### src/sv/wwds_pkg.sv
// ----------------------------------------------------------------------------
// wwds_pkg
// shared constants, types and helpers for the weighted window downsampler
// ----------------------------------------------------------------------------
package wwds_pkg;

    localparam int TAPS         = 4;
    localparam int MAX_CHANNELS = 256;
    localparam int WEIGHT_REGS  = 4;

    // history rows kept per channel (at least one)
    localparam int HIST_ROWS = (TAPS > 1) ? TAPS - 1 : 1;
    // taps that can really be used: limited by the weight registers
    localparam int TAP_LIM   = (TAPS < WEIGHT_REGS) ? TAPS : WEIGHT_REGS;

    localparam int CH_W  = (MAX_CHANNELS > 1) ? $clog2(MAX_CHANNELS) : 1;
    localparam int CNT_W = $clog2(MAX_CHANNELS + 1);

    localparam int SAMPLE_W   = 16;
    localparam int WEIGHT_W   = 16;
    localparam int FRAC_W     = 16;
    localparam int CHAN_OUT_W = 8;
    localparam int TAPCNT_W   = 3;
    localparam int CHCNT_W    = 9;
    localparam int FRAMES_W   = 3;
    localparam int CFG_IDX_W  = 3;
    localparam int CFG_DATA_W = 16;

    // unsigned weight times signed sample, summed over up to four taps
    localparam int PROD_W = SAMPLE_W + WEIGHT_W + 1;
    localparam int SUM_W  = PROD_W + 2;

    localparam int OUTQ_DEPTH = 4;
    localparam int OUTQ_PTR_W = 2;
    localparam int OUTQ_CNT_W = 3;

    localparam logic [TAPCNT_W-1:0] TAP_COUNT_RST     = 3'd2;
    localparam logic [CHCNT_W-1:0]  CHANNEL_COUNT_RST = 9'd256;
    localparam logic [WEIGHT_W-1:0] WEIGHT_01_RST     = 16'd32768;
    localparam logic [WEIGHT_W-1:0] WEIGHT_23_RST     = 16'd0;
    localparam logic [FRAMES_W-1:0] FRAMES_MAX        = 3'd7;

    typedef enum logic [CFG_IDX_W-1:0] {
        CFG_TAP_COUNT     = 3'd0,
        CFG_CHANNEL_COUNT = 3'd1,
        CFG_WEIGHT_0      = 3'd2,
        CFG_WEIGHT_1      = 3'd3,
        CFG_WEIGHT_2      = 3'd4,
        CFG_WEIGHT_3      = 3'd5
    } t_cfg_idx;

    typedef struct packed {
        logic                       action;
        logic signed [SAMPLE_W-1:0] sample;
        logic                       sequence_start;
    } t_in_item;

    typedef struct packed {
        logic signed [SAMPLE_W-1:0] value;
        logic [CHAN_OUT_W-1:0]      channel;
    } t_out_item;

    typedef logic [HIST_ROWS-1:0][SAMPLE_W-1:0]   t_hist_row;
    typedef logic [WEIGHT_REGS-1:0][WEIGHT_W-1:0] t_weights;

    // item going into the history memory stage
    typedef struct packed {
        logic                  valid;
        logic                  produce;
        logic                  pad;
        logic [SAMPLE_W-1:0]   sample;
        logic [CH_W-1:0]       addr;
        logic [CHAN_OUT_W-1:0] chan;
        logic [TAPCNT_W-1:0]   taps;
    } t_hreq;

    // window of samples handed to the multiply stage, oldest first
    typedef struct packed {
        logic                               valid;
        logic [CHAN_OUT_W-1:0]              chan;
        logic [TAP_LIM-1:0][SAMPLE_W-1:0]   elem;
    } t_win;

    function automatic logic [TAPCNT_W-1:0] eff_taps(input logic [TAPCNT_W-1:0] tc);
        logic [TAPCNT_W-1:0] t;
        t = tc;
        if (t == '0) t = TAPCNT_W'(1);
        if (int'(t) > TAP_LIM) t = TAPCNT_W'(TAP_LIM);
        return t;
    endfunction

    function automatic logic [CNT_W-1:0] eff_chans(input logic [CHCNT_W-1:0] cc);
        int unsigned v;
        v = 32'(cc);
        if (v == 0) v = 1;
        if (v > MAX_CHANNELS) v = MAX_CHANNELS;
        return v[CNT_W-1:0];
    endfunction

    function automatic logic [CHAN_OUT_W-1:0] chan_out(input logic [CH_W-1:0] c);
        logic [CH_W+CHAN_OUT_W-1:0] t;
        t = {{CHAN_OUT_W{1'b0}}, c};
        return t[CHAN_OUT_W-1:0];
    endfunction

endpackage

### src/sv/wwds_outq.sv
// ----------------------------------------------------------------------------
// wwds_outq
// small result queue that decouples the pipeline from output stalls
// ----------------------------------------------------------------------------
module wwds_outq (
    input  logic                              i_clk,
    input  logic                              i_rst_n,
    input  logic                              i_push,
    input  wwds_pkg::t_out_item               i_data,
    output logic                              o_valid,
    input  logic                              i_ready,
    output wwds_pkg::t_out_item               o_data,
    output logic [wwds_pkg::OUTQ_CNT_W-1:0]   o_count
);

    wwds_pkg::t_out_item                   r_mem [wwds_pkg::OUTQ_DEPTH];
    logic [wwds_pkg::OUTQ_PTR_W-1:0]       r_wr;
    logic [wwds_pkg::OUTQ_PTR_W-1:0]       r_rd;
    logic [wwds_pkg::OUTQ_CNT_W-1:0]       r_count;
    logic [wwds_pkg::OUTQ_CNT_W-1:0]       n_count;
    logic                                  pop;

    assign pop     = o_valid & i_ready;
    assign o_valid = (r_count != '0);
    assign o_data  = r_mem[r_rd];
    assign o_count = r_count;

    always_comb begin
        n_count = r_count;
        if (i_push && !pop) begin
            n_count = r_count + 1'b1;
        end else if (!i_push && pop) begin
            n_count = r_count - 1'b1;
        end
    end

    always_ff @(posedge i_clk) begin
        if (i_push) begin
            r_mem[r_wr] <= i_data;
        end
    end

    always_ff @(posedge i_clk) begin
        if (!i_rst_n) begin
            r_wr    <= '0;
            r_rd    <= '0;
            r_count <= '0;
        end else begin
            if (i_push) begin
                r_wr <= r_wr + 1'b1;
            end
            if (pop) begin
                r_rd <= r_rd + 1'b1;
            end
            r_count <= n_count;
        end
    end

endmodule

### config.mk
export PLATFORM = sky130hd
export DESIGN_NAME = wwds_outq
export DESIGN_NICKNAME = d
export VERILOG_FILES = /design/src/sv/wwds_pkg.sv /design/src/sv/wwds_outq.sv
export SDC_FILE = /design/constraint.sdc
export NUM_CORES = 1
export LEC_CHECK = 0
export ABC_AREA = 1
export BUFFER_PORTS_ARGS = -buffer_cell sky130_fd_sc_hd__buf_2
export CAP_MARGIN = 40
export CORE_MARGIN = 2
export CORE_UTILIZATION = 50
export CTS_CLUSTER_SIZE = 40
export DETAILED_ROUTE_END_ITERATION = 10
export PLACE_DENSITY = 0.71
export REMOVE_ABC_BUFFERS = 1
export SETUP_SLACK_MARGIN = 0.15
export SYNTH_ARGS = -nofsm -noshare
export SYNTH_HDL_FRONTEND = slang
export SYNTH_SLANG_ARGS = --single-unit
export TNS_END_PERCENT = 10
### constraint.sdc
create_clock -name i_clk -period 3.4 [get_ports i_clk]
set_clock_uncertainty 0.15 [all_clocks]
set_input_delay 0.17 -clock i_clk [delete_from_list [all_inputs] [get_ports i_clk]]
set_output_delay 0.17 -clock i_clk [all_outputs]
set_load 0.005 [all_outputs]
==> results_dict.tcl <==
set metrics [dict create \
    initial_utilization 0.5118 \
    yosys-top-cells-area "edfxtp_1 69%, o22ai_2 6.0%, o21ai_0 5.6%, dfxtp_1 4.3%, nor2_1 3.1%" \
    synth_cells 294 \
    r2r-end "o_count[2]" \
    ant_nets 0 \
    rr_startpoint "o_count[1]" \
    start_kind "flop" \
    grt_overflow 0 \
    ys_async_sr_fraction 0 \
    cts_buffers 9 \
    cts_buffer_depth 2 \
    dr.pass1.iters 4 \
    rrSetupSlack_ns 1.44 \
    grt_start_max_net_pins 49 \
    ys.flop_type "edfxtp_1" \
    antennaDiodeCount 0 \
    register_area_sq_um 3064 \
    multiInputGateArea_sq_um 970.9 \
    std_cell_rows 33 \
    first_iter_violations 169 \
    vdd_drop_max_mv 0.4391 \
    grt_usage 0.1799 \
    cts_max_level 3 \
    setup_viol 0 \
    grt_pass1_wl_um 11980 \
    min_path_type "primary input to flop" \
    drive_above_1_share 0.3073 \
    avgSynthCellArea_sq_um 14.23 \
    die_x_um 95.48 \
    clkTransAtPathRegs_ns 0.09 \
    final_cell_mix "96 x edfxtp_1, 55 x buf_2, 47 x o21ai_0, 34 x nor2_1, 26 x dlygate4sd3_1" \
    critical_path_class "flop to output pin" \
    yosysSeqAreaShare 0.7321 \
    worst_slew_pin_slew_ns 0.6128 \
    cap_violations 0 \
    die_h_um 95.48 \
    slew_viol_final 0 \
    wl_per_cell_um 15.68 \
    antenna_found_initial 0 \
    fin_nets 413 \
    whs_endpoint "r_wr[1]" \
    cts_tree "yes" \
    cp.required_ns 3.08 \
    hold_ws_ns 0.02809 \
    routed_via_density 5.166 \
    synth_cell_types 20 \
    dieArea_sq_um 9115 \
    drc_errors 0 \
    yosys.area.top_type "edfxtp_1" \
    dp_hpwl_um 4732 \
    status "complete, no violations" \
    grt_pass1_vias 2445 \
    synth.top_cell.area_share 0.6890 \
    fillers 632 \
    synth_top_family_by_area "compound AO/OA/AOI/OAI gates" \
    powerDensity_nw_per_um2 617.3 \
    ioPinCount 56 \
    final_hold_viol_count 0 \
    wirelength_um 7667 \
    cts.sinks 105 \
    clk_latency_ns 0.35 \
    core_area_sq_um 8175 \
    min_period_ns 2.089 \
    cts.repair.resized 0 \
    cp-end-kind "output pin" \
    min-delay-start "i_push" \
    finalCritPeriodShare 0.6145 \
    synth-edff-count 96 \
    netlist_area_sq_um 4184 \
    arrival_ns 1.77 \
    ys_ff_latch 105 \
    max_slew_margin 0.5910 \
    setup_tns_ns 0 \
    final_common_cell "edfxtp_1" \
    max_freq_ghz 0.4786 \
    synth-simple-area-share 0.07745 \
    rsz0062_at_grt "no" \
    power.total_w 0.003143 \
    p_leak_nw 1.863 \
    holdPathStages 3 \
    synthMuxAreaShare 0 \
    cts_root_buf "clkbuf_8" \
    synthAdderAreaFrac 0.01974 \
    routabilityCongestion 0.7020 \
    num_vias 2526 \
    path_max_fanout 25 \
    worst_r2r_path_depth 12 \
    yosysWarningCount 0 \
    area_growth_syn_to_layout_pct 21.68 \
    synth-compound-area-share 0.1328 \
    synth-xor-area-share 0.002093 \
    portBuffers 55 \
]
-- worst max-delay path, cell delays in order (launching register included) --
cell and delay (ns):
dfxtp_1 0.30, buf_4 0.22, inv_2 0.36, o21ai_0 0.24, o22ai_2 0.15, buf_2 0.14
-- worst max path at each step --
stage	from	endpoint	cells past startpoint
3_3_place_gp	r_wr[0]	r_mem[0][22]	4
4_1_cts	flop	o_data[19]	5
6_report	flop	o_data[19]	5
5_1_grt	flop	o_data[21]	5
2_1_floorplan	flop	o_data[0]	3
3_5_place_dp	o_count[1]	o_count[2]	12
-- through the flow --
step	setup slack [ns]	instance area (sq um)	util	std cells
after floorplan	1.153	4094	-	280
after global placement	1.450	4517	0.5525	442
after detailed placement	1.450	4622	0.5654	447
after CTS	1.293	5091	0.6227	489
after global routing	1.169	5091	0.6227	489
final	1.311	5091	0.6227	489
-- synth_stat cells, types with 2 or more instances --
library cell / number
o22ai_2: 20
o21ai_1: 4
a21oi_1: 5
ha_1: 5
nand2_1: 15
inv_1: 14
nand3_1: 3
dfxtp_1: 9
o22ai_1: 4
edfxtp_1: 96
buf_6: 3
nor2_1: 34
o21ai_0: 47
inv_2: 2
nor2_2: 20
buf_2: 9
-- state kept, by name, indices dropped and copies added (netlist names), named ones only --
signal   cells
r_wr         2
r_rd         2
r_mem       96
o_count      3
-- report_power, final --
part	internal (W)	switching, W
combinational	0.000335	0.000485
clock	0.000412	0.000384
sequential	0.00149	0.0000363
-- repair_timing --
| item | CTS | global route |
|---|---|---|
| hold buffers | 26 | 0 |
| setup buffers | 0 | 0 |
| setup endpoints to repair | 0 | 0 |
| endpoints found under the hold margin | 105 | 0 |
-- area by class of cell --
type | instances | share of cell area
Tap cell | 105 | 0.02580
Sequential cell | 105 | 0.6019
Clock buffer | 10 | 0.02507
Multi-Input combinational cell | 159 | 0.1907
Clock inverter | 6 | 0.01597
Inverter | 16 | 0.01180
Timing Repair Buffer | 88 | 0.1288
-- cells by family (layout without fill, tap and decap cells) --
group	after synthesis	count (layout)
xor+xnor	1	1
simple gates	72	72
flops	105	105
buf+inv	30	120
compound gates	80	80
fa+ha+maj	6	6
-- layer usage --
layer  global-route usage  wire (um)  vias up
met1               0.2395       3429     1221
met3              0.03715        378       11
met2               0.2934       3749       59
li1                     -          -     1235
met5                    0          0        -
met4              0.06905        110        0
(Power assumes the default switching activity.)
